File: src/hdl/pav_pkg.sv
`timescale 1ns / 1ps
// ----------------------------------------------------------------------------
// pav_pkg
// shared widths, constants and types of the polygon area and box accumulator
// ----------------------------------------------------------------------------
package pav_pkg;

    localparam int COORD_BITS  = 24;
    localparam int PROD_BITS   = 2 * COORD_BITS;
    localparam int SUM_BITS    = 64;
    localparam int TOTAL_BITS  = 60;
    localparam int QUEUE_DEPTH = 4;
    localparam int QUEUE_AW    = $clog2(QUEUE_DEPTH);

    localparam logic [TOTAL_BITS-1:0] TOTAL_MAX = '1;

    typedef logic signed [COORD_BITS-1:0] t_coord;
    typedef logic signed [PROD_BITS-1:0]  t_prod;
    typedef logic [SUM_BITS-1:0]          t_sum;
    typedef logic [TOTAL_BITS-1:0]        t_total;

    // classified vertex word passed from front to back
    typedef struct packed {
        t_coord x;
        t_coord y;
        t_coord prev_x;
        t_coord prev_y;
        logic   new_set;
        logic   is_first;
        logic   closed;
    } t_entry;

    typedef struct packed {
        t_coord min_x;
        t_coord max_x;
        t_coord min_y;
        t_coord max_y;
    } t_box;

    // per-word flags and box travelling down the back pipeline
    typedef struct packed {
        logic new_set;
        logic is_first;
        logic closed;
        t_box box;
    } t_info;

endpackage

File: src/hdl/pav_out_if.sv
`timescale 1ns / 1ps
// ----------------------------------------------------------------------------
// pav_out_if
// result channel: valid, ready, running area total, box and closure flag
// ----------------------------------------------------------------------------
interface pav_out_if;
    logic           valid;
    logic           ready;
    pav_pkg::t_total area_x2_total;
    pav_pkg::t_coord min_x;
    pav_pkg::t_coord max_x;
    pav_pkg::t_coord min_y;
    pav_pkg::t_coord max_y;
    logic           polygon_closed;

    modport source (output valid, output area_x2_total, output min_x, output max_x,
                    output min_y, output max_y, output polygon_closed, input ready);
    modport sink   (input valid, input area_x2_total, input min_x, input max_x,
                    input min_y, input max_y, input polygon_closed, output ready);
endinterface

File: src/hdl/pav_back.sv
`timescale 1ns / 1ps
// ----------------------------------------------------------------------------
// pav_back
// four-stage datapath: products and box, polygon sum, magnitude, total
// ----------------------------------------------------------------------------
module pav_back (
    input  logic             i_clk,
    input  logic             i_rst_n,
    input  logic             i_valid,
    input  pav_pkg::t_entry  i_entry,
    output logic             o_pop,
    pav_out_if.source        o_out
);

    logic            w_adv;
    logic            r_s1_valid, r_s2_valid, r_s3_valid, r_s4_valid;
    pav_pkg::t_info  r_s1_info, r_s2_info, r_s3_info, r_s4_info;
    pav_pkg::t_prod  r_s1_a, r_s1_b;
    pav_pkg::t_sum   r_psum, n_psum, r_s2_sum, r_s3_mag;
    pav_pkg::t_total r_total, n_total, w_base;
    logic [pav_pkg::TOTAL_BITS:0] w_zero_pad;
    logic [pav_pkg::SUM_BITS:0]   w_add;
    pav_pkg::t_box   r_box, n_box;
    logic            r_box_valid;

    // whole pipeline moves together when the result register can take a word
    assign w_adv = !r_s4_valid || o_out.ready;
    assign o_pop = w_adv;

    // stage valids
    always_ff @(posedge i_clk) begin
        if (!i_rst_n) begin
            r_s1_valid  <= 1'b0;
            r_s2_valid  <= 1'b0;
            r_s3_valid  <= 1'b0;
            r_s4_valid  <= 1'b0;
            r_box_valid <= 1'b0;
        end else if (w_adv) begin
            r_s1_valid <= i_valid;
            r_s2_valid <= r_s1_valid;
            r_s3_valid <= r_s2_valid;
            r_s4_valid <= r_s3_valid;
            if (i_valid) begin
                r_box_valid <= 1'b1;
            end
        end
    end

    // box update, seeded by the first word of a set
    always_comb begin
        if (!r_box_valid || i_entry.new_set) begin
            n_box.min_x = i_entry.x;
            n_box.max_x = i_entry.x;
            n_box.min_y = i_entry.y;
            n_box.max_y = i_entry.y;
        end else begin
            n_box = r_box;
            if ($signed(i_entry.x) < $signed(r_box.min_x)) n_box.min_x = i_entry.x;
            if ($signed(i_entry.x) > $signed(r_box.max_x)) n_box.max_x = i_entry.x;
            if ($signed(i_entry.y) < $signed(r_box.min_y)) n_box.min_y = i_entry.y;
            if ($signed(i_entry.y) > $signed(r_box.max_y)) n_box.max_y = i_entry.y;
        end
    end

    // stage 1: cross products and box
    always_ff @(posedge i_clk) begin
        if (w_adv && i_valid) begin
            r_box              <= n_box;
            r_s1_a             <= $signed(i_entry.prev_x) * $signed(i_entry.y);
            r_s1_b             <= $signed(i_entry.prev_y) * $signed(i_entry.x);
            r_s1_info.new_set  <= i_entry.new_set;
            r_s1_info.is_first <= i_entry.is_first;
            r_s1_info.closed   <= i_entry.closed;
            r_s1_info.box      <= n_box;
        end
    end

    // stage 2: running polygon sum, wraps at 64 bits
    always_comb begin
        if (r_s1_info.is_first) begin
            n_psum = '0;
        end else begin
            n_psum = r_psum
                   + {{(pav_pkg::SUM_BITS-pav_pkg::PROD_BITS){r_s1_a[pav_pkg::PROD_BITS-1]}},
                      r_s1_a}
                   - {{(pav_pkg::SUM_BITS-pav_pkg::PROD_BITS){r_s1_b[pav_pkg::PROD_BITS-1]}},
                      r_s1_b};
        end
    end

    always_ff @(posedge i_clk) begin
        if (!i_rst_n) begin
            r_psum <= '0;
        end else if (w_adv && r_s1_valid) begin
            r_psum <= n_psum;
        end
    end

    always_ff @(posedge i_clk) begin
        if (w_adv) begin
            r_s2_sum  <= n_psum;
            r_s2_info <= r_s1_info;
        end
    end

    // stage 3: magnitude as two's complement
    always_ff @(posedge i_clk) begin
        if (w_adv) begin
            r_s3_mag  <= r_s2_sum[pav_pkg::SUM_BITS-1] ? ('0 - r_s2_sum) : r_s2_sum;
            r_s3_info <= r_s2_info;
        end
    end

    // stage 4: saturating total
    always_comb begin
        w_base     = r_s3_info.new_set ? '0 : r_total;
        w_zero_pad = {1'b0, w_base};
        w_add      = {{(pav_pkg::SUM_BITS-pav_pkg::TOTAL_BITS){1'b0}}, w_zero_pad}
                   + {1'b0, r_s3_mag};
        if (!r_s3_info.closed) begin
            n_total = w_base;
        end else if (w_add[pav_pkg::SUM_BITS:pav_pkg::TOTAL_BITS] != '0) begin
            n_total = pav_pkg::TOTAL_MAX;
        end else begin
            n_total = w_add[pav_pkg::TOTAL_BITS-1:0];
        end
    end

    always_ff @(posedge i_clk) begin
        if (!i_rst_n) begin
            r_total <= '0;
        end else if (w_adv && r_s3_valid) begin
            r_total <= n_total;
        end
    end

    always_ff @(posedge i_clk) begin
        if (w_adv) begin
            r_s4_info <= r_s3_info;
        end
    end

    // result word
    assign o_out.valid          = r_s4_valid;
    assign o_out.area_x2_total  = r_total;
    assign o_out.min_x          = r_s4_info.box.min_x;
    assign o_out.max_x          = r_s4_info.box.max_x;
    assign o_out.min_y          = r_s4_info.box.min_y;
    assign o_out.max_y          = r_s4_info.box.max_y;
    assign o_out.polygon_closed = r_s4_info.closed;

endmodule

File: src/flat_wrapper.sv
// flat-port wrapper written by rule: the top's interface ports become plain ports
module pav_back_flat 
  (i_clk, i_rst_n, i_valid, i_entry, o_pop, o_out_valid, o_out_area_x2_total, o_out_min_x, o_out_max_x, o_out_min_y, o_out_max_y, o_out_polygon_closed, o_out_ready);
  pav_out_if o_out_i ();
  input  logic i_clk;
  input  logic i_rst_n;
  input  logic i_valid;
  input  pav_pkg::t_entry i_entry;
  output logic o_pop;
  output wire logic [$bits(o_out_i.valid)-1:0] o_out_valid;
  output wire logic [$bits(o_out_i.area_x2_total)-1:0] o_out_area_x2_total;
  output wire logic [$bits(o_out_i.min_x)-1:0] o_out_min_x;
  output wire logic [$bits(o_out_i.max_x)-1:0] o_out_max_x;
  output wire logic [$bits(o_out_i.min_y)-1:0] o_out_min_y;
  output wire logic [$bits(o_out_i.max_y)-1:0] o_out_max_y;
  output wire logic [$bits(o_out_i.polygon_closed)-1:0] o_out_polygon_closed;
  input wire logic [$bits(o_out_i.ready)-1:0] o_out_ready;
  assign o_out_valid = o_out_i.valid;
  assign o_out_area_x2_total = o_out_i.area_x2_total;
  assign o_out_min_x = o_out_i.min_x;
  assign o_out_max_x = o_out_i.max_x;
  assign o_out_min_y = o_out_i.min_y;
  assign o_out_max_y = o_out_i.max_y;
  assign o_out_polygon_closed = o_out_i.polygon_closed;
  assign o_out_i.ready = o_out_ready;
  pav_back u_core (.i_clk(i_clk), .i_rst_n(i_rst_n), .i_valid(i_valid), .i_entry(i_entry), .o_pop(o_pop), .o_out(o_out_i));
endmodule
File: config.mk
export PLATFORM = sky130hd
export DESIGN_NAME = pav_back_flat
export DESIGN_NICKNAME = d
export VERILOG_FILES = /design/src/hdl/pav_pkg.sv /design/src/hdl/pav_out_if.sv /design/src/hdl/pav_back.sv /design/src/flat_wrapper.sv
export SDC_FILE = /design/constraint.sdc
export NUM_CORES = 2
export LEC_CHECK = 0
export ABC_AREA = 1
export BUFFER_PORTS_ARGS = -buffer_cell sky130_fd_sc_hd__buf_4
export CAP_MARGIN = 20
export CORE_MARGIN = 2
export CORE_UTILIZATION = 40
export CTS_CLUSTER_SIZE = 40
export DETAILED_ROUTE_END_ITERATION = 8
export SKIP_LAST_GASP = 1
export SYNTH_ARGS = -nofsm -noshare
export SYNTH_HDL_FRONTEND = slang
export SYNTH_SLANG_ARGS = --single-unit
File: constraint.sdc
create_clock -name i_clk -period 27.6 [get_ports i_clk]
set_input_delay 1.38 -clock i_clk [delete_from_list [all_inputs] [get_ports i_clk]]
set_output_delay 1.38 -clock i_clk [all_outputs]
set_load 0.05 [all_outputs]
==> impl_metrics.env <==
export IMPL_min_period_over_period=0.286
export IMPL_min_from="u_core.r_s2_info[63]$_DFFE_PN_"
export IMPL_max_slew_worst_pin_slew_ns=1.01
export IMPL_post_synth_top_count_cell="sky130_fd_sc_hd__inv_1"
export IMPL_path_class="in -> reg"
export IMPL_synth_warnings=0
export IMPL_status="complete, no violations"
export IMPL_grt_start_max_net_pins=176
export IMPL_num_nets_final=11800
export IMPL_tritoncts_num_buffers=82
export IMPL_dp_hpwl_microns=192000
export IMPL_min_path_type="reg -> reg"
export IMPL_hold_violations=0
export IMPL_clkTransAtPathRegs_ns=0.07
export IMPL_timing_critical_path_fanout_max=27
export IMPL_synth_cells=9867
export IMPL_postSynth_topFlopCell="sky130_fd_sc_hd__edfxtp_1"
export IMPL_layout_min_cycle_time_ns=7.90
export IMPL_synth_edff_count=616
export IMPL_slew_headroom=0.310
export IMPL_r2r_setup_slack_ns=23.17
export IMPL_final_layout_size_suffix_gt1_frac=0.0556
export IMPL_placed_instance_count=12700
export IMPL_postSynthRegisterBits=745
export IMPL_post_synth_instance_area_sq_um=84000
export IMPL_cts_root_buf="sky130_fd_sc_hd__clkbuf_16"
export IMPL_route_detailed_drc=0
export IMPL_postCtsSetupBuffers=0
export IMPL_clockBufferDepth=3
export IMPL_overflow=0
export IMPL_vias=63000
export IMPL_cts_tree="built"
export IMPL_drtIter0Drc=4785
export IMPL_pins_over_their_slew_limit=0
export IMPL_syn2layout_area_growth_pct=8.87
export IMPL_cts_max_level=3
export IMPL_detail_route_wl_per_cell_microns=18.3
export IMPL_grt_first_pass_wirelength_microns=373000
export IMPL_synth_largest_area_cell="sky130_fd_sc_hd__fa_1"
export IMPL_critical_path_required_ns=28.03
export IMPL_cts_num_sinks=745
export IMPL_hold_path_endpoint="u_core.r_s3_info[63]$_DFFE_PN_"
export IMPL_gr_usage_total=0.222
export IMPL_synth_simple_gate_area_share=0.160
export IMPL_placement_rows=168
export IMPL_holdBufCountCts=0
export IMPL_post_synth_mux_area_share=0
export IMPL_syn_area_per_cell_sq_um=8.52
export IMPL_rsz_0062_raised_after_global_routing="no"
export IMPL_report_final_setup_viol=0
export IMPL_synth_commonest_cells="2,668 x sky130_fd_sc_hd__inv_1, 2,173 x sky130_fd_sc_hd__nand2_1, 1,278 x sky130_fd_sc_hd__fa_1, 686 x sky130_fd_sc_hd__nor2_1, 616 x sky130_fd_sc_hd__edfxtp_1"
export IMPL_final_hold_worst_slack_ns=0.401
export IMPL_maxClockFrequency_ghz=0.127
export IMPL_post_cts_resized=0
export IMPL_die_w_microns=462
export IMPL_drt_antenna_net_count=0
export IMPL_worst_reg_to_reg_cells=18
export IMPL_buffer_ports_inserted=261
export IMPL_floorplan_initialDensity=0.402
export IMPL_worst_ep_arrival_time_ns=8.33
export IMPL_firstDrtPassIters=6
export IMPL_startpoint_type="input port"
export IMPL_reg2reg_to="u_core.o_out.area_x2_total[4]$_SDFFE_PN0P_"
export IMPL_ys_types=54
export IMPL_synth_fp_nets=11700
export IMPL_drt_total_wl_microns=235000
export IMPL_timing_rr_start="u_core.r_s3_info[98]$_DFFE_PN_"
export IMPL_design_core_area_sq_um=209000
export IMPL_synth_top_family_by_area="adder cells"
export IMPL_synth_async_reset_ratio=0
export IMPL_number_of_maximum_capacitance_violations=0
export IMPL_synth_top_cells_by_area="sky130_fd_sc_hd__fa_1 30%, sky130_fd_sc_hd__edfxtp_1 22%, sky130_fd_sc_hd__inv_1 12%, sky130_fd_sc_hd__nand2_1 9.7%, sky130_fd_sc_hd__ha_1 7.3%"
export IMPL_synth_compound_area_share=0.0548
export IMPL_fin_tns_setup_ns=0
export IMPL_postPlaceCellArea_sq_um=88600
export IMPL_dieArea_sq_um=214000
export IMPL_post_synth_xor_area_fraction=0.0238
export IMPL_finalInstanceArea_sq_um=91500
export IMPL_n_fill_cell=20500
export IMPL_viasPerCell=4.91
export IMPL_post_synth_top_area_fraction=0.304
export IMPL_end_kind="flip-flop"
export IMPL_routabilityCongestion=0.938
export IMPL_number_of_i_o_pins=262
export IMPL_finalClockSkew_ns=0.0465
export IMPL_synth_seq_area_share=0.251
export IMPL_clkLatencyLatePin_ns=0.72
export IMPL_die_y_microns=462
export IMPL_synth_adder_area_share=0.377
export IMPL_number_of_global_route_vias_before_repair=66000
export IMPL_initial_antenna_violation_count=7
export IMPL_final_cells=12800
export IMPL_min_path_cells=0
[cell families after synthesis]
| group | Yosys count |
|---|---|
| XOR/XNOR | 228 |
| adder cells (fa/ha/maj) | 1765 |
| AND/OR/NAND/NOR | 3322 |
| flip-flops | 745 |
| buffers and inverters | 2973 |
| AO/OA/AOI/OAI | 834 |
[worst max-delay path by stage]
stage | end | cells after the start | startpoint
after global routing | u_core.r_s1_b[43]$_DFFE_PP_ | 22 | i_entry[75]
after floorplan | u_core.r_box[24]$_DFFE_PP_ | 6 | o_out_ready
after global placement | u_core.r_s1_b[47]$_DFFE_PP_ | 22 | i_entry[75]
after CTS | u_core.r_s1_b[44]$_DFFE_PP_ | 23 | i_entry[75]
final | u_core.r_s1_b[47]$_DFFE_PP_ | 22 | i_entry[75]
after detailed placement | u_core.r_s1_b[47]$_DFFE_PP_ | 22 | i_entry[75]
[layout make-up]
class | instances | area (sq um) | area share
diodes | 3 | 7.51 | 0.0000821
clock inverters | 60 | 711 | 0.00777
flip-flops and latches | 745 | 21100 | 0.230
well taps | 2805 | 3510 | 0.0384
multi-input cells | 6149 | 51800 | 0.566
inverters | 2699 | 10100 | 0.111
clock buffers | 92 | 2100 | 0.0230
repair buffers | 284 | 2180 | 0.0238
[metrics by stage]
step | worst slack (ns) | utilization
after global placement | 19.15 | 0.424
after detailed placement | 19.02 | 0.424
after floorplan | 12.44 | -
final | 19.70 | 0.437
after global routing | 19.27 | 0.437
after CTS | 19.74 | 0.437
[sequential cells by signal, summed over array words and instances (netlist names)]
signal,flops
u_core.r_s1_info,3
u_core.o_out.min_y,24
u_core.r_psum,64
u_core.r_s2_sum,64
u_core.o_out.area_x2_total,60
u_core.r_s3_info,98
u_core.o_out.polygon_closed,1
u_core.r_s3_valid,1
u_core.r_s2_valid,1
u_core.o_out.max_x,24
u_core.r_s3_mag,64
u_core.o_out.min_x,24
u_core.r_s1_b,48
u_core.o_out.valid,1
u_core.r_box_valid,1
u_core.r_s2_info,98
u_core.o_out.max_y,24
u_core.r_s1_valid,1
u_core.r_s1_a,48
u_core.r_box,96
[per-layer routing]
| metal | GRT usage | wire length [microns] | vias up |
|---|---|---|---|
| met4 | 0.0628 | 6300 | 0 |
| met1 | 0.306 | 103000 | 31400 |
| li1 | - | - | 29600 |
| met2 | 0.367 | 112000 | 1795 |
| met3 | 0.0253 | 13100 | 270 |
| met5 | 0 | 0 | - |
[cell usage in the layout, fill, tap and decap left out, types with 6 or more instances in the layout]
cell / n
sky130_fd_sc_hd__clkinv_1: 15
sky130_fd_sc_hd__nor4_1: 20
sky130_fd_sc_hd__nor2_2: 17
sky130_fd_sc_hd__o221ai_1: 7
sky130_fd_sc_hd__a21oi_2: 14
sky130_fd_sc_hd__nand3b_1: 26
sky130_fd_sc_hd__dfxtp_1: 129
sky130_fd_sc_hd__edfxtp_1: 616
sky130_fd_sc_hd__o211ai_1: 13
sky130_fd_sc_hd__clkbuf_16: 82
sky130_fd_sc_hd__clkinv_2: 14
sky130_fd_sc_hd__inv_1: 2665
sky130_fd_sc_hd__o21ai_1: 9
sky130_fd_sc_hd__a21oi_1: 442
sky130_fd_sc_hd__nor2_1: 686
sky130_fd_sc_hd__xnor2_1: 122
sky130_fd_sc_hd__nand2_2: 21
sky130_fd_sc_hd__a21o_1: 20
sky130_fd_sc_hd__nand4_1: 42
sky130_fd_sc_hd__or2_2: 24
sky130_fd_sc_hd__inv_2: 32
sky130_fd_sc_hd__xor2_1: 106
sky130_fd_sc_hd__clkbuf_1: 9
sky130_fd_sc_hd__a21boi_0: 6
sky130_fd_sc_hd__nand3_1: 201
sky130_fd_sc_hd__bufinv_16: 10
sky130_fd_sc_hd__nor3_1: 63
sky130_fd_sc_hd__o21a_1: 20
sky130_fd_sc_hd__ha_1: 487
sky130_fd_sc_hd__o21bai_1: 33
sky130_fd_sc_hd__fa_1: 1278
sky130_fd_sc_hd__buf_4: 281
sky130_fd_sc_hd__nand2_1: 2172
sky130_fd_sc_hd__nand3_2: 19
sky130_fd_sc_hd__o21ai_0: 202
sky130_fd_sc_hd__a31oi_1: 47
sky130_fd_sc_hd__and3_1: 11
[worst max-delay path: stages]
cell	delay (ns)
sky130_fd_sc_hd__buf_4	0.30
sky130_fd_sc_hd__nand2_1	0.16
sky130_fd_sc_hd__inv_1	0.15
sky130_fd_sc_hd__fa_1	0.54
sky130_fd_sc_hd__fa_1	0.75
sky130_fd_sc_hd__inv_1	0.25
sky130_fd_sc_hd__fa_1	1.03
sky130_fd_sc_hd__inv_1	0.20
sky130_fd_sc_hd__fa_1	0.44
sky130_fd_sc_hd__fa_1	0.55
sky130_fd_sc_hd__inv_1	0.06
sky130_fd_sc_hd__fa_1	0.48
sky130_fd_sc_hd__fa_1	0.48
sky130_fd_sc_hd__inv_1	0.04
sky130_fd_sc_hd__ha_1	0.35
sky130_fd_sc_hd__nand2_1	0.11
sky130_fd_sc_hd__nor2_1	0.20
sky130_fd_sc_hd__inv_1	0.11
sky130_fd_sc_hd__nor4_1	0.34
sky130_fd_sc_hd__o21ai_0	0.17
sky130_fd_sc_hd__nand3_1	0.13
sky130_fd_sc_hd__xor2_1	0.07
Power is not shown: default switching activity piles up to over one toggle a cycle in this logic, so the estimate is an artifact.
