### config.mk
export PLATFORM = sky130hd
export DESIGN_NAME = pav_queue
export DESIGN_NICKNAME = d
export VERILOG_FILES = /design/src/hdl/pav_pkg.sv /design/src/hdl/pav_queue.sv
export SDC_FILE = /design/constraint.sdc
export NUM_CORES = 1
export LEC_CHECK = 0
export BUFFER_PORTS_ARGS = -buffer_cell sky130_fd_sc_hd__buf_2
export CAP_MARGIN = 20
export CORE_ASPECT_RATIO = 1.4
export CORE_UTILIZATION = 53
export CTS_BUF_LIST = sky130_fd_sc_hd__clkbuf_4
export DETAILED_ROUTE_END_ITERATION = 12
export PLACE_DENSITY = 0.83
export SKIP_LAST_GASP = 1
export SLEW_MARGIN = 25
export SYNTH_ARGS = -nofsm -noshare
export SYNTH_HDL_FRONTEND = slang
export SYNTH_SLANG_ARGS = --single-unit
### constraint.sdc
create_clock -name i_clk -period 3.37 [get_ports i_clk]
set_clock_uncertainty 0.15 [all_clocks]
set_input_delay 0.1685 -clock i_clk [delete_from_list [all_inputs] [get_ports i_clk]]
set_output_delay 0.1685 -clock i_clk [all_outputs]
set_load 0.02 [all_outputs]
### src/hdl/pav_pkg.sv
`timescale 1ns / 1ps
// ----------------------------------------------------------------------------
// pav_pkg
// shared widths, constants and types of the polygon area and box accumulator
// ----------------------------------------------------------------------------
package pav_pkg;

    localparam int COORD_BITS  = 24;
    localparam int PROD_BITS   = 2 * COORD_BITS;
    localparam int SUM_BITS    = 64;
    localparam int TOTAL_BITS  = 60;
    localparam int QUEUE_DEPTH = 4;
    localparam int QUEUE_AW    = $clog2(QUEUE_DEPTH);

    localparam logic [TOTAL_BITS-1:0] TOTAL_MAX = '1;

    typedef logic signed [COORD_BITS-1:0] t_coord;
    typedef logic signed [PROD_BITS-1:0]  t_prod;
    typedef logic [SUM_BITS-1:0]          t_sum;
    typedef logic [TOTAL_BITS-1:0]        t_total;

    // classified vertex word passed from front to back
    typedef struct packed {
        t_coord x;
        t_coord y;
        t_coord prev_x;
        t_coord prev_y;
        logic   new_set;
        logic   is_first;
        logic   closed;
    } t_entry;

    typedef struct packed {
        t_coord min_x;
        t_coord max_x;
        t_coord min_y;
        t_coord max_y;
    } t_box;

    // per-word flags and box travelling down the back pipeline
    typedef struct packed {
        logic new_set;
        logic is_first;
        logic closed;
        t_box box;
    } t_info;

endpackage

### src/hdl/pav_queue.sv
`timescale 1ns / 1ps
// ----------------------------------------------------------------------------
// pav_queue
// small fifo of classified words between front and back
// ----------------------------------------------------------------------------
module pav_queue (
    input  logic             i_clk,
    input  logic             i_rst_n,
    input  logic             i_push,
    input  pav_pkg::t_entry  i_entry,
    output logic             o_ready,
    output logic             o_valid,
    output pav_pkg::t_entry  o_entry,
    input  logic             i_pop
);

    pav_pkg::t_entry               r_mem [pav_pkg::QUEUE_DEPTH];
    logic [pav_pkg::QUEUE_AW-1:0]  r_wr_ptr, r_rd_ptr;
    logic [pav_pkg::QUEUE_AW:0]    r_count;
    logic                          w_pop;

    assign o_ready = (r_count != (pav_pkg::QUEUE_AW+1)'(pav_pkg::QUEUE_DEPTH));
    assign o_valid = (r_count != '0);
    assign o_entry = r_mem[r_rd_ptr];
    assign w_pop   = i_pop & o_valid;

    // pointers and fill count
    always_ff @(posedge i_clk) begin
        if (!i_rst_n) begin
            r_wr_ptr <= '0;
            r_rd_ptr <= '0;
            r_count  <= '0;
        end else begin
            if (i_push) begin
                r_wr_ptr <= r_wr_ptr + 1'b1;
            end
            if (w_pop) begin
                r_rd_ptr <= r_rd_ptr + 1'b1;
            end
            case ({i_push, w_pop})
                2'b10:   r_count <= r_count + 1'b1;
                2'b01:   r_count <= r_count - 1'b1;
                default: r_count <= r_count;
            endcase
        end
    end

    // storage
    always_ff @(posedge i_clk) begin
        if (i_push) begin
            r_mem[r_wr_ptr] <= i_entry;
        end
    end

endmodule

==> results of run 1 <==
-- per-layer routing --
layer,share of wire (%),vias up,routed length (um)
met5,0.041,-,12
met4,2.1,2,604
met2,56,268,16160
li1,-,3281,-
met1,36,3750,10520
met3,5.7,41,1647
-- cell usage in the layout, fill, tap and decap left out, drive strengths merged, types with 3 or more instances in the layout --
master,synthesis,routed
diode,0,4
ha,5,5
clkbuf,8,127
dfxtp,9,9
and2,8,8
nor2b,3,3
xnor2,3,3
edfxtp,396,396
inv,6,9
dlygate4sd3,0,112
buf,14,216
mux4,99,99
clkinv,0,26
-- state kept, by name (all words and copies together) (netlist names), named ones only --
name      flops
r_mem       396
r_wr_ptr      2
r_count       3
r_rd_ptr      2
-- how the worst max path moves through the flow --
stage	endpoint	slack, ps
after floorplan	r_mem[2][0]	1020
after global routing	o_entry[77]	390
final	o_entry[77]	580
after detailed placement	o_entry[5]	1250
after global placement	o_entry[70]	1270
after CTS	o_entry[5]	460
-- what timing repair did --
action | CTS | global route
hold endpoints to repair | 479 | 0
hold buffers | 112 | 0
gates resized for setup | 0 | 0
-- cell families after synthesis --
family,Yosys count,synth area share [%]
DFF,405,82.04
muxes,100,15.22
buffers and inverters,28,1.029
and+or+nand+nor,15,0.6122
adders and majority gates,6,0.5612
AOI/OAI and AO/OA,5,0.2381
xor gates and xnor gates,5,0.2977
-- cell type report --
class                      instances  share of cell area (%)
clock inverter                    31                  0.8191
inverter                           6                  0.1218
clock buffer                     127                   5.158
multi-input combinational        131                   13.53
antenna                            4                 0.05415
sequential                       405                   65.35
timing repair buffer             328                   12.50
tap                              365                   2.471
-- worst max-delay path, cell delays in order (launching register included) --
cell	delay [ps]
sky130_fd_sc_hd__dfxtp_4	360
sky130_fd_sc_hd__buf_4	580
sky130_fd_sc_hd__mux4_2	610
sky130_fd_sc_hd__buf_2	180
-- metrics by stage --
stage	hold WS (ps)	std cells	power (uW)
2_1_floorplan	117.4	564	7701
3_3_place_gp	230.2	1123	8398
3_5_place_dp	233.7	1123	8434
4_1_cts	0.6788	1393	12120
5_1_grt	14.05	1395	12540
6_report	69.71	1397	12000
-- power groups by stage --
stage | Combinational [uW] | Clock, uW | Sequential (uW)
floorplan | 1740 | 0 | 5960
global placement | 2410 | 0 | 5990
detailed placement | 2430 | 0 | 6000
CTS | 2560 | 3670 | 5890
global route | 2700 | 3930 | 5920
finish | 2520 | 3580 | 5900
==> impl_metrics.csv, run 1 <==
group,metric,value,unit
detailed_routing,avgViaCountPerCell,5.256,
yosys,synth_warnings,0,
worst_setup_path,rr_worst_depth,5,
die,initial_core_util,54.31,%
hold_path,hold_path_class,"primary input to flop",
sta,worstMarginPinSlew,764.3,ps
hold_path,hold-path-endpoint,"r_mem[0][55]",
yosys,yosys_most_used_dff,"sky130_fd_sc_hd__edfxtp_1",
clock_network,clock_tree.htree_level_count,3,
global_routing,first_global_vias,8148,
status,outcome,"finished clean",
yosys,number_of_storage_elements_in_the_synthesis_netlist,405,
global_routing,gr-usage-met3,5.392,%
final_layout,drive_above_1_share,44.46,%
yosys,synth_cells,564,
worst_setup_path,endpoint_of_the_worst_slack_reg_to_reg_timing_path,"r_count[2]",
power,switching_share,27.06,%
detailed_routing,firstDrtPassIters,5,
worst_setup_path,worstSetupPathType,"flop to primary output",
die,die_height,199.2,um
yosys,synth-async-reset-ratio,0,%
global_routing,grt_util_all_layers,21.14,%
clock_network,tritoncts_clock_tree,"built",
final_layout,finalCoreUtilization,68.22,%
global_routing,globalRouteMet2Util,38.14,%
power,total_leakage_power,0.006368,uW
clock_network,cts_made_buffers,90,
detailed_routing,wirelength,28.94,mm
sta,final-max-slew-violation-count,0,
yosys,post_synthesis_net_count,673,
worst_setup_path,regToRegStartpoint,"r_count[0]",
place,gpl.final_weighted_congestion,0.7287,
sta,worst_slack,576.9,ps
yosys,synth.distinct_cells,23,
global_routing,global_route.overflow_total,0,
final_layout,multiInputGateArea,0.002501,sq mm
global_routing,largest_net_degree_at_the_start_of_global_routing,63,
clock_network,clk-insertion-delay-late,680,ps
yosys,synth_edf_count,396,
clock_network,post_cts.repair.setup_buffers,0,
yosys,synth_area_leader_cell,"sky130_fd_sc_hd__edfxtp_1",
sta,setup_total_negative_slack,0,ps
sta,clock.fmax,358.0,MHz
power,seq_power_share,49.1,%
final_layout,area.sequential,0.01208,sq mm
final_layout,fillers,1651,
power,power.internal,8754,uW
yosys,synth-seq-area-share,82.04,%
worst_setup_path,cp.required,3050,ps
power,share_comb_of_total_power,21.0,%
sta,finalCritPeriodShare,82.88,%
clock_network,cts-root-to-sink-buffers,3,
power,switching_power,3248,uW
clock_network,ctsRootBufferMaster,"sky130_fd_sc_hd__clkbuf_4",
global_routing,grt_first_pass_wirelength,43.69,mm
global_routing,globalRoute.busiestLayer,"met2",
place,place_area,0.01625,sq mm
die,dieArea,0.02844,sq mm
sta,timing.final.hold_violations,0,
clock_network,path_clk_slew,70,ps
die,ioPinCount,204,
yosys,yosys.area.top_type_share,80.82,%
detailed_routing,wire_per_inst,20.72,um
global_routing,grt_antenna_before_repair,4,
final_layout,final_area,0.01848,sq mm
yosys,synth.cells.most_frequent,"sky130_fd_sc_hd__edfxtp_1 (396), sky130_fd_sc_hd__mux4_2 (99), sky130_fd_sc_hd__buf_2 (10), sky130_fd_sc_hd__dfxtp_1 (9)",
place,dp.final_hpwl,16.23,mm
global_routing,gr-usage-met1,23.56,%
power,power_per_cell_area,649.3,mW/mm^2
sta,max-slew-margin-rel,49.04,%
run,cap_viol_max_count,0,
detailed_routing,ant_nets,0,
detailed_routing,initialDrtViolationCount,434,
hold_path,hold_path_depth,2,
die,floorplan.die.width,142.8,um
detailed_routing,routed-via-count,7342,
yosys,library_cell_with_the_highest_instance_count_after_synthesis,"sky130_fd_sc_hd__edfxtp_1",
final_layout,nNetsFinal,1071,
sta,grt_setup_unrepaired,"no",
power,vdd.ir_drop.worst,0.4270,mV
hold_path,timing.hold.worst.start,"i_entry[55]",
final_layout,area_growth,25.62,%
worst_setup_path,path_max_fanout,37,
detailed_routing,drc_errors,0,
worst_setup_path,start_kind,"flop",
yosys,ys_top_cells_by_area,"sky130_fd_sc_hd__edfxtp_1 (81%), sky130_fd_sc_hd__mux4_2 (15%), sky130_fd_sc_hd__dfxtp_1 (1.2%)",
worst_setup_path,rrSetupSlack,1020,ps
place,number_of_buffers_inserted_by_port_buffering,203,
power,power.share.clock,29.8,%
die,coreArea,0.02709,sq mm
die,placementRows,71,
yosys,mappedNetlistArea,0.01471,sq mm
clock_network,number_of_sinks_handled_by_clock_tree_synthesis,405,
place,pre_cts_ws,1248,ps
worst_setup_path,arrival,2470,ps
worst_setup_path,setup.worst_path.end_class,"primary output",
sta,setup_viol_count_final,0,
sta,period_needed,2793,ps
yosys,avgSynthCellArea,26.09,sq um
No activity file was read; power rests on OpenSTA's default activity.
==> run 2, diff against run 1 <==
--- a/config.mk
+++ b/config.mk
@@ -5,13 +5,14 @@
 export SDC_FILE = /design/constraint.sdc
 export NUM_CORES = 1
 export LEC_CHECK = 0
+export ABC_AREA = 1
 export BUFFER_PORTS_ARGS = -buffer_cell sky130_fd_sc_hd__buf_2
 export CAP_MARGIN = 20
 export CORE_ASPECT_RATIO = 1.4
-export CORE_UTILIZATION = 53
+export CORE_UTILIZATION = 54
 export CTS_BUF_LIST = sky130_fd_sc_hd__clkbuf_4
 export DETAILED_ROUTE_END_ITERATION = 12
-export PLACE_DENSITY = 0.83
+export PLACE_DENSITY = 0.85
 export SKIP_LAST_GASP = 1
 export SLEW_MARGIN = 25
 export SYNTH_ARGS = -nofsm -noshare
==> constraint.sdc (replaced) <==
create_clock -name i_clk -period 2.3 [get_ports i_clk]
set_clock_uncertainty 0.15 [all_clocks]
set_input_delay 0.115 -clock i_clk [delete_from_list [all_inputs] [get_ports i_clk]]
set_output_delay 0.115 -clock i_clk [all_outputs]
set_load 0.02 [all_outputs]
==> impl_metrics.csv, run 2 <==
group,metric,value,unit
status,outcome,"finished, violations left",
status,violations_in_the_final_reports,"setup timing",
yosys,synth_mux_area_share,0,%
clock_network,tritoncts_clock_tree,"built",
sta,setup_total_negative_slack,-1330,ps
global_routing,grt_antenna_before_repair,9,
clock_network,clk-insertion-delay-late,730,ps
power,total_leakage_power,0.007879,uW
yosys,ys_top_cells_by_area,"sky130_fd_sc_hd__edfxtp_1 (79%), sky130_fd_sc_hd__o21ai_0 (6.0%), sky130_fd_sc_hd__nor2_1 (5.1%)",
yosys,synth.distinct_cells,19,
yosys,number_of_storage_elements_in_the_synthesis_netlist,405,
die,die_height,199.9,um
yosys,yosys.area.top_type_share,78.72,%
clock_network,ctsRootBufferMaster,"sky130_fd_sc_hd__clkbuf_4",
sta,max-slew-margin-rel,71.97,%
global_routing,gr-usage-met1,32.63,%
place,dp.final_hpwl,18.15,mm
power,power.share.clock,27.7,%
detailed_routing,routed-via-count,11696,
clock_network,path_clk_slew,80,ps
sta,setup_viol_count_final,44,
detailed_routing,initialDrtViolationCount,1188,
global_routing,globalRouteMet2Util,54.20,%
final_layout,layout_common_cells,"sky130_fd_sc_hd__edfxtp_1 (396), sky130_fd_sc_hd__dlygate4sd3_1 (198), sky130_fd_sc_hd__nor2_1 (186), sky130_fd_sc_hd__clkbuf_4 (125), sky130_fd_sc_hd__o21ai_0 (106)",
global_routing,globalRoute.busiestLayer,"met2",
sta,worstMarginPinSlew,419.6,ps
detailed_routing,ant_nets,0,
sta,final-max-slew-violation-count,0,
clock_network,clock_tree.htree_level_count,3,
yosys,synth-async-reset-ratio,0,%
hold_path,hold_path_class,"primary input to flop",
final_layout,fillers,1392,
final_layout,leading_registers_by_flop_count,"r_mem x396, r_count x3",
yosys,avgSynthCellArea,14.77,sq um
sta,timing.final.hold_violations,0,
detailed_routing,firstDrtPassIters,5,
worst_setup_path,start_kind,"flop",
worst_setup_path,setup.worst_path.end_class,"primary output",
yosys,mappedNetlistArea,0.01511,sq mm
yosys,largest_family_of_logic_cells_by_synthesized_area,"compound AO/OA/AOI/OAI gates",
die,coreArea,0.02757,sq mm
global_routing,first_global_vias,11967,
final_layout,regMostFlops,"r_mem",
final_layout,drive_above_1_share,32.49,%
detailed_routing,avgViaCountPerCell,5.952,
power,switching_power,6644,uW
power,seq_power_share,42.0,%
final_layout,finalCoreUtilization,78.73,%
global_routing,grt_util_all_layers,31.12,%
final_layout,final_common_cell,"sky130_fd_sc_hd__edfxtp_1",
power,switching_share,32.46,%
yosys,synth_warnings,0,
global_routing,global_route.overflow_total,0,
clock_network,cts_made_buffers,91,
yosys,synth-seq-area-share,79.91,%
clock_network,number_of_sinks_handled_by_clock_tree_synthesis,405,
die,initial_core_util,54.80,%
yosys,synth_edf_count,396,
sta,worst_slack,-106.3,ps
power,vdd.ir_drop.worst,0.6444,mV
place,gpl.final_weighted_congestion,0.7499,
yosys,post_synth_fa_ha_maj_area_fraction,0.5467,%
final_layout,area_growth,43.67,%
sta,period_needed,2406,ps
worst_setup_path,path_max_fanout,6,
die,placementRows,72,
yosys,synth.cells.most_frequent,"sky130_fd_sc_hd__edfxtp_1 (396), sky130_fd_sc_hd__nor2_1 (204), sky130_fd_sc_hd__o21ai_0 (180), sky130_fd_sc_hd__o22ai_1 (99), sky130_fd_sc_hd__clkbuf_1 (40)",
global_routing,grt_first_pass_wirelength,64.38,mm
final_layout,nNetsFinal,1630,
run,cap_viol_max_count,0,
sta,grt_setup_unrepaired,"yes",
power,power.internal,13830,uW
power,power_per_cell_area,943.2,mW/mm^2
sta,clock.fmax,415.6,MHz
yosys,synth_simple_gate_area_share,5.566,%
yosys,library_cell_with_the_highest_instance_count_after_synthesis,"sky130_fd_sc_hd__edfxtp_1",
detailed_routing,wirelength,49.37,mm
detailed_routing,wire_per_inst,25.13,um
power,design_power_total,20470,uW
die,floorplan.die.width,143.4,um
yosys,synth_cells,1023,
worst_setup_path,worstSetupPathType,"flop to primary output",
detailed_routing,drc_errors,0,
die,dieArea,0.02866,sq mm
die,ioPinCount,204,
final_layout,largest_register_ffs,396,
yosys,synth-compound-area-share,10.96,%
worst_setup_path,arrival,2140,ps
global_routing,largest_net_degree_at_the_start_of_global_routing,55,
clock_network,cts-root-to-sink-buffers,3,
yosys,yosys_most_used_dff,"sky130_fd_sc_hd__edfxtp_1",
yosys,post_synth_xor_area_fraction,0,%
worst_setup_path,cp.required,2040,ps
sta,finalCritPeriodShare,104.6,%
power,share_comb_of_total_power,30.3,%
yosys,synth_area_leader_cell,"sky130_fd_sc_hd__edfxtp_1",
global_routing,gr-usage-met3,8.278,%
yosys,post_synthesis_net_count,1132,
place,number_of_buffers_inserted_by_port_buffering,203,
[run 2: changes by cell type in the layout (fill, tap and decap cells not counted), moves of 23 or more]
cell	change
sky130_fd_sc_hd__buf_2	-99
sky130_fd_sc_hd__o22ai_2	+41
sky130_fd_sc_hd__o21ai_0	+104
sky130_fd_sc_hd__dlygate4sd3_1	+86
sky130_fd_sc_hd__buf_16	+24
sky130_fd_sc_hd__o21ai_2	+23
sky130_fd_sc_hd__buf_4	+74
sky130_fd_sc_hd__buf_6	+31
sky130_fd_sc_hd__o22ai_1	+55
sky130_fd_sc_hd__nor2_1	+186
sky130_fd_sc_hd__mux4_2	-99
sky130_fd_sc_hd__o21ai_1	+69
[run 2: cells by family (layout without fill, tap and decap cells)]
logic type,after synthesis,after routing
buffers and inverters,83,648
adders and majority gates,6,6
DFF,405,405
AOI/OAI and AO/OA,306,306
and+or+nand+nor,223,223
other,0,7
[run 2: path summary, 6_finish.rpt]
kind,start,end,slack [ps],cells after the start
min reg2reg,r_wr_ptr[0],r_wr_ptr[0],400,2
max reg2reg,r_count[1],r_count[2],200,10
max,flop,o_entry[70],-110,6
min,i_entry[15],r_mem[1][15],10,2
[run 2: final cells by class]
cell class              count  area (sq um)  share of cell area [%]
flip-flops and latches    405         12080                   55.68
multi-input cells         535          3115                   14.36
clock buffers             125         938.4                   4.324
repair buffers            467          4746                   21.87
diodes                      7         17.52                 0.08071
well taps                 370         462.9                   2.133
clock inverters            35         195.2                  0.8994
inverters                  19         125.1                  0.5765
repair inverters            2         17.52                 0.08071
[run 2: critical path, stage by stage (launching register included)]
cell                        delay [ps]
sky130_fd_sc_hd__dfxtp_4           420
sky130_fd_sc_hd__buf_6             150
sky130_fd_sc_hd__buf_8             130
sky130_fd_sc_hd__clkbuf_16         180
sky130_fd_sc_hd__o21ai_1           110
sky130_fd_sc_hd__o22ai_1           230
sky130_fd_sc_hd__buf_4             190
[run 2: per-stage QoR]
step,instances,hold WS [ps],setup slack (ps),instance area [sq um]
floorplan,1023,63.87,-297.6,15140
global placement,1552,173.6,463.3,16590
detailed placement,1552,179.5,461.9,16590
CTS,1942,0.1744,-76.94,20780
global route,1965,-10.92,-179.4,21700
finish,1965,10.29,-106.3,21700
[run 2: timing repair]
action / 4_1_cts / 5_1_grt
hold buffers: 198 / 1
pin swaps: 18 / 90
endpoints found under the setup margin: 99 / 101
resized for setup: 153 / 197
gates cloned: 19 / 12
endpoints found under the hold margin: 437 / 1
setup buffers: 13 / 4
[run 2: power groups by stage]
stage	combinational [uW]	clock (uW)	sequential, uW
floorplan	2400	0	8680
global placement	3480	0	8700
detailed placement	3580	0	8720
CTS	5110	5470	8550
global route	6460	6050	8600
finish	6200	5680	8590
[run 2: routing by layer]
layer,part of all wire (%),vias to the layer above,wire length [um]
met5,0.083,-,41
met3,9.0,241,4421
met2,52,855,25560
li1,-,4927,-
met1,33,5667,16160
met4,6.5,6,3193
