## config.mk

```make
export PLATFORM = sky130hd
export DESIGN_NAME = pav_front_flat
export DESIGN_NICKNAME = d
export VERILOG_FILES = /design/src/hdl/pav_pkg.sv /design/src/hdl/pav_in_if.sv /design/src/hdl/pav_front.sv /design/src/flat_wrapper.sv
export SDC_FILE = /design/constraint.sdc
export NUM_CORES = 1
export LEC_CHECK = 0
export BUFFER_PORTS_ARGS = -buffer_cell sky130_fd_sc_hd__buf_2
export CORE_UTILIZATION = 48
export DETAILED_ROUTE_END_ITERATION = 12
export PLACE_DENSITY = 0.88
export SYNTH_ARGS = -nofsm -noshare
export SYNTH_HDL_FRONTEND = slang
export SYNTH_SLANG_ARGS = --single-unit
```

## constraint.sdc

```tcl
create_clock -name i_clk -period 3.7 [get_ports i_clk]
set_input_delay 0.185 -clock i_clk [delete_from_list [all_inputs] [get_ports i_clk]]
set_output_delay 0.185 -clock i_clk [all_outputs]
set_load 0.005 [all_outputs]
```

## src/hdl/pav_pkg.sv

```systemverilog
`timescale 1ns / 1ps
// ----------------------------------------------------------------------------
// pav_pkg
// shared widths, constants and types of the polygon area and box accumulator
// ----------------------------------------------------------------------------
package pav_pkg;

    localparam int COORD_BITS  = 24;
    localparam int PROD_BITS   = 2 * COORD_BITS;
    localparam int SUM_BITS    = 64;
    localparam int TOTAL_BITS  = 60;
    localparam int QUEUE_DEPTH = 4;
    localparam int QUEUE_AW    = $clog2(QUEUE_DEPTH);

    localparam logic [TOTAL_BITS-1:0] TOTAL_MAX = '1;

    typedef logic signed [COORD_BITS-1:0] t_coord;
    typedef logic signed [PROD_BITS-1:0]  t_prod;
    typedef logic [SUM_BITS-1:0]          t_sum;
    typedef logic [TOTAL_BITS-1:0]        t_total;

    // classified vertex word passed from front to back
    typedef struct packed {
        t_coord x;
        t_coord y;
        t_coord prev_x;
        t_coord prev_y;
        logic   new_set;
        logic   is_first;
        logic   closed;
    } t_entry;

    typedef struct packed {
        t_coord min_x;
        t_coord max_x;
        t_coord min_y;
        t_coord max_y;
    } t_box;

    // per-word flags and box travelling down the back pipeline
    typedef struct packed {
        logic new_set;
        logic is_first;
        logic closed;
        t_box box;
    } t_info;

endpackage

```

## src/hdl/pav_in_if.sv

```systemverilog
`timescale 1ns / 1ps
// ----------------------------------------------------------------------------
// pav_in_if
// vertex channel: valid, ready and one vertex word
// ----------------------------------------------------------------------------
interface pav_in_if;
    logic           valid;
    logic           ready;
    pav_pkg::t_coord x;
    pav_pkg::t_coord y;
    logic           new_set;

    modport source (output valid, output x, output y, output new_set, input ready);
    modport sink   (input valid, input x, input y, input new_set, output ready);
endinterface

```

## src/hdl/pav_front.sv

```systemverilog
`timescale 1ns / 1ps
// ----------------------------------------------------------------------------
// pav_front
// accepts vertices, tracks first and previous vertex, flags opens and closures
// ----------------------------------------------------------------------------
module pav_front (
    input  logic             i_clk,
    input  logic             i_rst_n,
    pav_in_if.sink           i_in,
    output logic             o_push,
    output pav_pkg::t_entry  o_entry,
    input  logic             i_queue_ready
);

    logic            r_expect_first;
    pav_pkg::t_coord r_first_x, r_first_y, r_prev_x, r_prev_y;
    logic            w_is_first, w_closed;

    assign i_in.ready = i_queue_ready;
    assign o_push     = i_in.valid & i_queue_ready;

    // classify the incoming word
    always_comb begin
        w_is_first = i_in.new_set | r_expect_first;
        w_closed   = !w_is_first && (i_in.x == r_first_x) && (i_in.y == r_first_y);
        o_entry.x        = i_in.x;
        o_entry.y        = i_in.y;
        o_entry.prev_x   = r_prev_x;
        o_entry.prev_y   = r_prev_y;
        o_entry.new_set  = i_in.new_set;
        o_entry.is_first = w_is_first;
        o_entry.closed   = w_closed;
    end

    // polygon tracking state
    always_ff @(posedge i_clk) begin
        if (!i_rst_n) begin
            r_expect_first <= 1'b1;
        end else if (o_push) begin
            if (w_is_first) begin
                r_expect_first <= 1'b0;
            end else if (w_closed) begin
                r_expect_first <= 1'b1;
            end
        end
    end

    // vertex latches, always written before they are read
    always_ff @(posedge i_clk) begin
        if (o_push) begin
            if (w_is_first) begin
                r_first_x <= i_in.x;
                r_first_y <= i_in.y;
                r_prev_x  <= i_in.x;
                r_prev_y  <= i_in.y;
            end else if (!w_closed) begin
                r_prev_x  <= i_in.x;
                r_prev_y  <= i_in.y;
            end
        end
    end

endmodule

```

## src/flat_wrapper.sv

```systemverilog
// flat-port wrapper written by rule: the top's interface ports become plain ports
module pav_front_flat 
  (i_clk, i_rst_n, o_push, o_entry, i_queue_ready, i_in_valid, i_in_x, i_in_y, i_in_new_set, i_in_ready);
  pav_in_if i_in_i ();
  input  logic i_clk;
  input  logic i_rst_n;
  output logic o_push;
  output pav_pkg::t_entry o_entry;
  input  logic i_queue_ready;
  input wire logic [$bits(i_in_i.valid)-1:0] i_in_valid;
  input wire logic [$bits(i_in_i.x)-1:0] i_in_x;
  input wire logic [$bits(i_in_i.y)-1:0] i_in_y;
  input wire logic [$bits(i_in_i.new_set)-1:0] i_in_new_set;
  output wire logic [$bits(i_in_i.ready)-1:0] i_in_ready;
  assign i_in_i.valid = i_in_valid;
  assign i_in_i.x = i_in_x;
  assign i_in_i.y = i_in_y;
  assign i_in_i.new_set = i_in_new_set;
  assign i_in_ready = i_in_i.ready;
  pav_front u_core (.i_clk(i_clk), .i_rst_n(i_rst_n), .i_in(i_in_i), .o_push(o_push), .o_entry(o_entry), .i_queue_ready(i_queue_ready));
endmodule
```

==> run metrics, run 1 <==
WL/cell 14.90 µm; fillers 633; Setup Buffers After CTS 0; DR iter-0 viols 104; Die H 92.80 µm; largest net degree at the start of global routing 49; type of element capturing the critical path register; IO buf count 153; Worst-Margin Slew 1.158 ns; Boundary Pins 154; CP Class register to register; crit path DAT 2.45 ns; Tcrit/Tclk final 0.6786; Mean Syn Cell Area 16.29 µm²; Die X 92.80 µm; Mapped Cells 243; syn_nets 296; Crit. Startpoint u_core.r_first_y[16]$_DFFE_PP_; max-slew violation count 0; Hold Path Class primary input to register; Ys Warns 0; Synth top area share 0.7284; hpwl dp 4927 µm; max frequency 398.3 MHz; Pleak 1.855 nW; Worst Clk Skew 0.006786 ns; vias after detailed routing 2,237; worst hold slack 0.04377 ns; Yosys reg bits 97; Final ANT Viol Nets 0; Rows 32; Fin Setup TNS 0 ns; Reg2Reg Capture Point u_core.r_prev_y[5]$_DFFE_PP_; CTS tree done; Worst Slack Setup Final 1.189 ns; final WL 6897 µm; Die ar. 0.008612 mm²; status complete, no violations; Clk Latency, worst-skew pair 0.35 ns; Via-to-Cell Ratio 4.832; vias in the first global route 2,163; H-tree levels 3; layout cell share with drive strength beyond 1 0.4765; first-pass iteration count of the detailed router 4; sequential fraction of the synthesis area 0.7335; final setup vio count 0; CP startpoint kind register; pwr/cell area 477.1 mW/mm²; FF-to-FF setup slack 1.19 ns; Area Overhead vs Synth 18.72%; multi-input logic area 628.1 µm²; Root Buffer clkbuf_8; Max Buffers Root-to-Sink 2; Syn Std Cell Area 0.003958 mm²; CTS Buf Count 9; Final Hold Vio Count 0; largest area contributor in the synthesized netlist edfxtp_1; initial antenna violation count 0; DRC Markers 0; Initial Util 0.5043; Max Cap Viol 0; nets@finish 409; RSZ-0062 raised after global routing no; distinct cell type count after synthesis 25; FF-to-FF Start u_core.r_first_y[16]$_DFFE_PP_; CTS Sinks 97; pre-CTS setup slack 1.150 ns; largest cells by area after synthesis edfxtp_1 73%, buf_4 9.9%, xnor2_1 5.8%; Slew headroom 0.2283; final RePlAce weighted congestion 0.7620; first-pass GRT wire length 10,450 µm; r2r worst-path depth 5; Clock transition at path regs 0.09 ns; VDD IR max 0.2856 mV; Reg area 0.002903 mm²; critical path fanouts, max 48; Post-CTS Resized 0; Setup crit end u_core.r_prev_y[5]$_DFFE_PP_; Core ar. 0.007848 mm²; GRT Overall Usage 0.1604; minimum clock period 2.511 ns; Req. time, crit path 3.64 ns; cts hold-fix bufs 0; GR Overflow Total 0; ant diodes 0
registers in the layout, indices dropped and copies added (netlist names):
signal,count
u_core.r_first_x,24
u_core.r_first_y,24
u_core.r_prev_x,24
u_core.r_prev_y,24
u_core.r_expect_first,1
layout make-up:
class,count,share of cell area
repair buffers,154,0.1646
well taps,102,0.02716
inverters,12,0.009587
multi-input cells,82,0.1337
clock buffers,12,0.03089
clock inverters,4,0.01624
flip-flops and latches,97,0.6178
cell families after synthesis:
kind of cell	Yosys count	share of synthesized area
buf+inv	64	0.1100
flops	97	0.7335
xor+xnor	29	0.06418
simple gates	38	0.05722
compound gates	15	0.03510
Yosys cell counts:
| cell type | count |
|---|---|
| edfxtp_1 | 96 |
| buf_4 | 52 |
| xnor2_1 | 26 |
| nand2b_1 | 16 |
| inv_1 | 12 |
| nand4_1 | 6 |
| nor2b_1 | 5 |
| o2111ai_1 | 5 |
| nand2_1 | 3 |
| nor4_1 | 3 |
| xor2_1 | 3 |
| a2111oi_0 | 2 |
| o221ai_1 | 2 |
| a2111o_1 | 1 |
| a221o_1 | 1 |
| a22o_1 | 1 |
| dfxtp_1 | 1 |
| nand3_1 | 1 |
| nand3b_1 | 1 |
| nor2_1 | 1 |
| nor3_1 | 1 |
| o21a_1 | 1 |
| o22ai_1 | 1 |
| o311ai_2 | 1 |
| or2_2 | 1 |
cell usage in the layout, fill, tap and decap left out, drive strengths merged:
cell type	Yosys	final
nand2b	16	16
a2111o	1	1
a2111oi	2	2
a221o	1	1
a22o	1	1
nor2	1	1
inv	12	12
clkinvlp	0	1
o221ai	2	2
o2111ai	5	5
o22ai	1	1
nor4	3	3
nor2b	5	5
buf	52	154
bufinv	0	2
clkbuf	0	12
xor2	3	3
nand2	3	3
nor3	1	1
nand3	1	1
nand3b	1	1
edfxtp	96	96
dfxtp	1	1
nand4	6	6
xnor2	26	26
or2	1	1
clkinv	0	1
o21a	1	1
o311ai	1	1
metal layers:
metal	vias to the layer above	part of all wire	global-route usage
met1	1061	0.43	0.2072
met5	-	0	0
met3	8	0.073	0.04926
met2	107	0.49	0.2653
li1	1061	-	-
met4	0	0.0086	0.03846
critical path, cell delays in order, from the launching register on:
cell	delay (ns)
edfxtp_1	0.39
xor2_1	0.17
a221o_1	0.27
nor4_1	0.37
nand4_1	0.24
o21a_2	0.64
worst min path at each step:
| stage | startpoint | to | slack, ns | cells after the start |
|---|---|---|---|---|
| floorplan | i_rst_n | u_core.r_expect_first$_SDFFE_PN1P_ | 0.26 | 1 |
| global placement | i_rst_n | u_core.r_expect_first$_SDFFE_PN1P_ | 0.39 | 2 |
| detailed placement | i_rst_n | u_core.r_expect_first$_SDFFE_PN1P_ | 0.40 | 2 |
| CTS | i_rst_n | u_core.r_expect_first$_SDFFE_PN1P_ | 0.03 | 2 |
| global route | i_rst_n | u_core.r_expect_first$_SDFFE_PN1P_ | 0.02 | 2 |
| finish | i_rst_n | u_core.r_expect_first$_SDFFE_PN1P_ | 0.04 | 2 |
power by group:
| part | total [W] | switching, W | internal [W] |
|---|---|---|---|
| clock network | 0.000748 | 0.000346 | 0.000401 |
| registers | 0.00129 | 0.0000176 | 0.00128 |
| logic | 0.000199 | 0.000106 | 0.0000933 |
| total | 0.00224 | 0.000470 | 0.00177 |
metrics by stage:
| step | cells | cell area, µm² | power, W | util |
|---|---|---|---|---|
| after detailed placement | 447 | 4477 | 0.001522 | 0.5705 |
| final | 463 | 4698 | 0.002241 | 0.5987 |
| after floorplan | 243 | 3958 | 0.001432 | - |
| after global routing | 463 | 4698 | 0.002314 | 0.5987 |
| after CTS | 463 | 4698 | 0.002261 | 0.5987 |
| after global placement | 447 | 4477 | 0.001514 | 0.5705 |
No activity file was read; power rests on OpenSTA's default activity.
==> inputs of run 2 (changes only) <==
- CORE_UTILIZATION: 48 -> 44
- PLACE_DENSITY: 0.88 -> 0.85
- clock period: 3.7 -> 2.25 ns (I/O delays scaled with it)
==> run 2 against run 1 <==
Compared with the run above: clock skew increased by 0.0041 ns; flip-flop and latch count unchanged; register-to-register slack got worse by 1.0 ns; via count increased by 11%; wire length increased by 14%; die area increased by 8.9%; first-iteration DRC count decreased by 23%; count of clock-buffer cells in the layout decreased by 2; hold slack got worse by 0.034 ns; utilization decreased by 0.31 points; cell count increased by 12%; clock power increased by 51%.
==> run metrics, run 2 (synthesized netlist as in run 1, its figures left out) <==
Final ANT Viol Nets 0; FF-to-FF setup slack 0.14 ns; fillers 680; Boundary Pins 154; Reg area 0.002903 mm²; sequential share of power 0.582; Die ar. 0.009378 mm²; layout cell share with drive strength beyond 1 0.4307; Worst Clk Skew 0.01086 ns; crit path DAT 2.05 ns; multi-input logic area 636.9 µm²; r2r worst-path depth 6; commonest non-fill, non-tap cell in the layout buf_2; DRC Markers 0; initial antenna violation count 0; Pleak 2.054 nW; most frequent cells in the layout 153 x buf_2, 96 x edfxtp_1, 47 x dlygate4sd3_1; Slew headroom 0.5837; CTS Buf Count 9; CP Class primary input to output port; WP buf/inv 3; worst hold path startpoint i_in_x[14]; type of element capturing the critical path output port; largest net degree at the start of global routing 49; pwr/cell area 704.3 mW/mm²; internal power 0.002828 W; status complete, no violations; Critical-path top delay cell dlygate4sd3_1; critical path depth in cells 8; Overall Power 0.003658 W; WL/cell 15.15 µm; max frequency 463.5 MHz; Initial Util 0.4538; P_sw 0.0008296 W; CTS Sinks 97; Layout Cells excl Fill 519; GR Overflow Total 0; nets@finish 459; Setup crit end o_entry[0]; Max Buffers Root-to-Sink 2; VDD IR max 0.3759 mV; Util after Layout 0.5956; final WL 7864 µm; vias after detailed routing 2,478; Die H 96.84 µm; GRT Overall Usage 0.1632; ant diodes 0; Core ar. 0.008721 mm²; vias in the first global route 2,458; Max Cap Viol 0; max-slew violation count 0; first-pass iteration count of the detailed router 4; delay-heaviest family, CP buffers and inverters; Tcrit/Tclk final 0.9589; Clk Latency, worst-skew pair 0.35 ns; Reg2Reg Capture Point u_core.r_prev_x[16]$_DFFE_PP_; Worst-Margin Slew 0.6244 ns; Req. time, crit path 2.14 ns; Clk pwr share 0.308; Rows 34; Crit. Startpoint i_in_x[8]; Hold Path Class primary input to register; DR iter-0 viols 80; critical path fanouts, max 5; final RePlAce weighted congestion 0.8801; Via-to-Cell Ratio 4.775; slowest cell delay on critical path 0.51 ns; worst hold slack 0.009773 ns; H-tree levels 3; cells along the critical path dlygate4sd3_1 -> buf_2 -> nand2b_1 -> o2111ai_1 -> a2111oi_1 -> nand4_1 -> nor2_1 -> buf_2; FF-to-FF Start u_core.r_first_x[8]$_DFFE_PP_; Final Hold Vio Count 0; Die X 96.84 µm; IO buf count 153; final setup vio count 0; Root Buffer clkbuf_8; Clock transition at path regs 0.09 ns; DP Cell Count 454; CP startpoint kind primary input; Area Overhead vs Synth 31.24%; CP most frequent cell buf_2; sw frac 0.2268; minimum clock period 2.158 ns; first-pass GRT wire length 11,920 µm; hpwl dp 5087 µm; CTS tree done; combinational power share 0.110
-- run 2: cell types whose count changed in the layout (fill, tap and decap cells not counted), sizes merged --
cell / previous run / this run
buf: 154 / 157
bufinv: 2 / 1
clkbuf: 12 / 10
clkinv: 1 / 2
clkinvlp: 1 / 2
dlygate4sd3: 0 / 47
inv: 12 / 13
-- run 2: repair_timing --
| item | 4_1_cts | 5_1_grt |
|---|---|---|
| resized for setup | 0 | 3 |
| hold endpoints to repair | 87 | 6 |
| buffers inserted | 0 | 2 |
| hold buffers | 44 | 3 |
| endpoints found under the setup margin | 0 | 49 |
-- run 2: worst min path at each step --
stage | end | slack, ns | depth (start not counted)
finish | u_core.r_prev_x[14]$_DFFE_PP_ | 0.01 | 1
global route | u_core.r_prev_x[14]$_DFFE_PP_ | 0.005 | 1
CTS | u_core.r_prev_x[1]$_DFFE_PP_ | 0.002 | 1
detailed placement | u_core.r_expect_first$_SDFFE_PN1P_ | 0.32 | 2
global placement | u_core.r_expect_first$_SDFFE_PN1P_ | 0.31 | 2
floorplan | u_core.r_expect_first$_SDFFE_PN1P_ | 0.19 | 1
-- run 2: metal layers --
| layer | GRT usage | routed length (µm) | vias to the layer above |
|---|---|---|---|
| li1 | - | - | 1159 |
| met1 | 0.1958 | 3241 | 1193 |
| met2 | 0.2822 | 4073 | 115 |
| met3 | 0.04480 | 442 | 11 |
| met4 | 0.05626 | 107 | 0 |
| met5 | 0 | 0 | - |
-- run 2: stage by stage --
stage                     area, µm²  setup TNS [ns]  setup slack (ns)
final                          5194               0           0.09250
after CTS                      5140               0           0.01115
after global routing           5194        -0.01088          -0.01088
after global placement         4504               0            0.2150
after floorplan                3961               0            0.1288
after detailed placement       4504               0           0.03988
-- run 2: power groups by stage --
| stage | logic [W] | registers [W] | clock network, W |
|---|---|---|---|
| after floorplan | 0.000174 | 0.00218 | 0 |
| after global placement | 0.000330 | 0.00217 | 0 |
| after detailed placement | 0.000340 | 0.00217 | 0 |
| after global routing | 0.000436 | 0.00214 | 0.00122 |
| after CTS | 0.000399 | 0.00213 | 0.00115 |
| final | 0.000401 | 0.00213 | 0.00113 |
-- run 2: area by class of cell --
cell class,count,share of cell area
clock inverters,6,0.01301
flip-flops and latches,97,0.5589
inverters,12,0.008673
multi-input cells,82,0.1226
well taps,108,0.02602
repair buffers,204,0.2462
clock buffers,10,0.02457
==> inputs of run 3 (changes only) <==
- CORE_UTILIZATION: 44 -> 52
- GPL_TIMING_DRIVEN: unset -> 0
- PLACE_DENSITY: 0.85 -> 0.93
- clock period: 2.25 -> 2.6 ns (I/O delays scaled with it)
==> run 3 against run 2 <==
Compared with the run above: final area grew 1.5%; largest power group unchanged; first-iteration DRC count grew 61%; global-route usage grew 2.6 points; utilization grew 13 points.
==> run metrics, run 3 (synthesized netlist as in run 1, its figures left out) <==
Boundary Pins 154; GR Overflow Total 0; Tcrit/Tclk final 0.9107; final WL 7747 µm; Initial Util 0.5427; DRC Markers 0; IO buf count 153; Hold Path Class primary input to register; GRT Overall Usage 0.1895; first-pass GRT wire length 10,980 µm; critical path fanouts, max 28; H-tree levels 3; vias after detailed routing 2,542; Pleak 2.177 nW; Rows 31; Worst Clk Skew 0.01749 ns; WL/cell 14.56 µm; hpwl dp 5503 µm; DR iter-0 viols 129; initial antenna violation count 0; Post-Layout Inst Area 0.005270 mm²; Worst-Margin Slew 0.6482 ns; Fin Setup TNS 0 ns; most frequent cells in the layout 153 x buf_2, 96 x edfxtp_1, 52 x buf_4; Clk Latency, worst-skew pair 0.35 ns; layout cell share with drive strength beyond 1 0.5219; Max Cap Viol 0; CTS Buf Count 9; Slew headroom 0.5670; Core ar. 0.007292 mm²; Via-to-Cell Ratio 4.778; max-slew violation count 0; Clock transition at path regs 0.09 ns; type of element capturing the critical path register; vias in the first global route 2,307; Critical-path top delay cell edfxtp_1; fillers 502; slowest cell delay on critical path 0.40 ns; Max Buffers Root-to-Sink 2; minimum clock period 2.368 ns; largest net degree at the start of global routing 29; multi-input logic area 634.4 µm²; Reg area 0.002903 mm²; commonest non-fill, non-tap cell in the layout buf_2; Root Buffer clkbuf_8; CP startpoint kind register; status complete, no violations; max frequency 422.3 MHz; pwr/cell area 582.6 mW/mm²; Setup Buffers After CTS 0; ant diodes 0; final RePlAce weighted congestion 0.7717; Area Overhead vs Synth 33.16%; Final ANT Viol Nets 0; CTS tree done; placed cell areas 0.004903 mm²; crit path DAT 2.47 ns; Die ar. 0.007964 mm²; CTS Sinks 97; first-pass iteration count of the detailed router 4; CP Class register to register; VDD IR max 0.3499 mV; nets@finish 481; final setup vio count 0; RSZ-0062 raised after global routing no; Die X 89.24 µm; Req. time, crit path 2.70 ns; Final Hold Vio Count 0; cells along the critical path xor2_1 -> a221o_1 -> nor4_1 -> nand4_1 -> o21a_4 -> buf_16; Die H 89.24 µm
run 3: changes by cell type in the layout (fill, tap and decap cells not counted), sizes merged:
cell         previous run  this run
clkinv                  2         3
bufinv                  1         0
dlygate4sd3            47        19
buf                   157       207
run 3: worst max-delay path: cells and delay by family, from the launching register on:
family | cells | cell delay, ns
AOI/OAI and AO/OA | 2 | 0.65
xor gates and xnor gates | 1 | 0.17
buffers and inverters | 1 | 0.22
DFF | 1 | 0.40
and+or+nand+nor | 2 | 0.66
run 3: power by group:
part	internal (W)	leakage, nW	total (W)	switching [W]
logic	0.000205	1.19	0.000375	0.000170
registers	0.00182	0.907	0.00184	0.0000258
clock network	0.000350	0.0827	0.000853	0.000504
run 3: worst paths after layout:
check / slack (ns) / depth (start not counted) / to / from
worst max register to register: 0.23 / 6 / u_core.r_prev_y[2]$_DFFE_PP_ / u_core.r_first_y[16]$_DFFE_PP_
worst min-delay path: 0.02 / 1 / u_core.r_prev_x[2]$_DFFE_PP_ / i_in_x[2]
worst max-delay path: 0.23 / 6 / u_core.r_prev_y[2]$_DFFE_PP_ / u_core.r_first_y[16]$_DFFE_PP_
worst min register to register: 0.51 / 2 / u_core.r_expect_first$_SDFFE_PN1P_ / u_core.r_expect_first$_SDFFE_PN1P_
run 3: through the flow:
| stage | cells | hold WS, ns | power (W) | setup slack [ns] | util |
|---|---|---|---|---|---|
| global route | 532 | 0.00001862 | 0.003178 | 0.07082 | 0.7227 |
| detailed placement | 497 | 0.3243 | 0.002231 | 0.1198 | 0.6724 |
| finish | 532 | 0.01539 | 0.003070 | 0.2322 | 0.7227 |
| floorplan | 243 | 0.2034 | 0.002036 | 0.1343 | - |
| global placement | 495 | 0.3178 | 0.002208 | -0.4344 | 0.6651 |
| CTS | 532 | 0.0005932 | 0.003094 | 0.09642 | 0.7219 |
run 3: metal layers:
layer / vias to the layer above / part of all wire / track usage
li1: 1203 / - / -
met1: 1218 / 0.40 / 0.2267
met2: 115 / 0.52 / 0.3338
met3: 6 / 0.074 / 0.06279
met4: 0 / 0.0077 / 0.04329
met5: - / 0 / 0
run 3: what timing repair did:
| item | CTS | global route |
|---|---|---|
| hold buffers | 19 | 0 |
| gates resized for setup | 0 | 1 |
| hold endpoints to repair | 34 | 0 |
| setup endpoints to repair | 0 | 28 |
run 3: final cells by class:
type / instances / area share
Sequential cell: 97 / 0.5508
Timing Repair Buffer: 174 / 0.1904
Multi-Input combinational cell: 82 / 0.1204
Buffer: 52 / 0.07407
Clock buffer: 10 / 0.02422
Tap cell: 99 / 0.02350
Inverter: 12 / 0.008547
Clock inverter: 6 / 0.008072
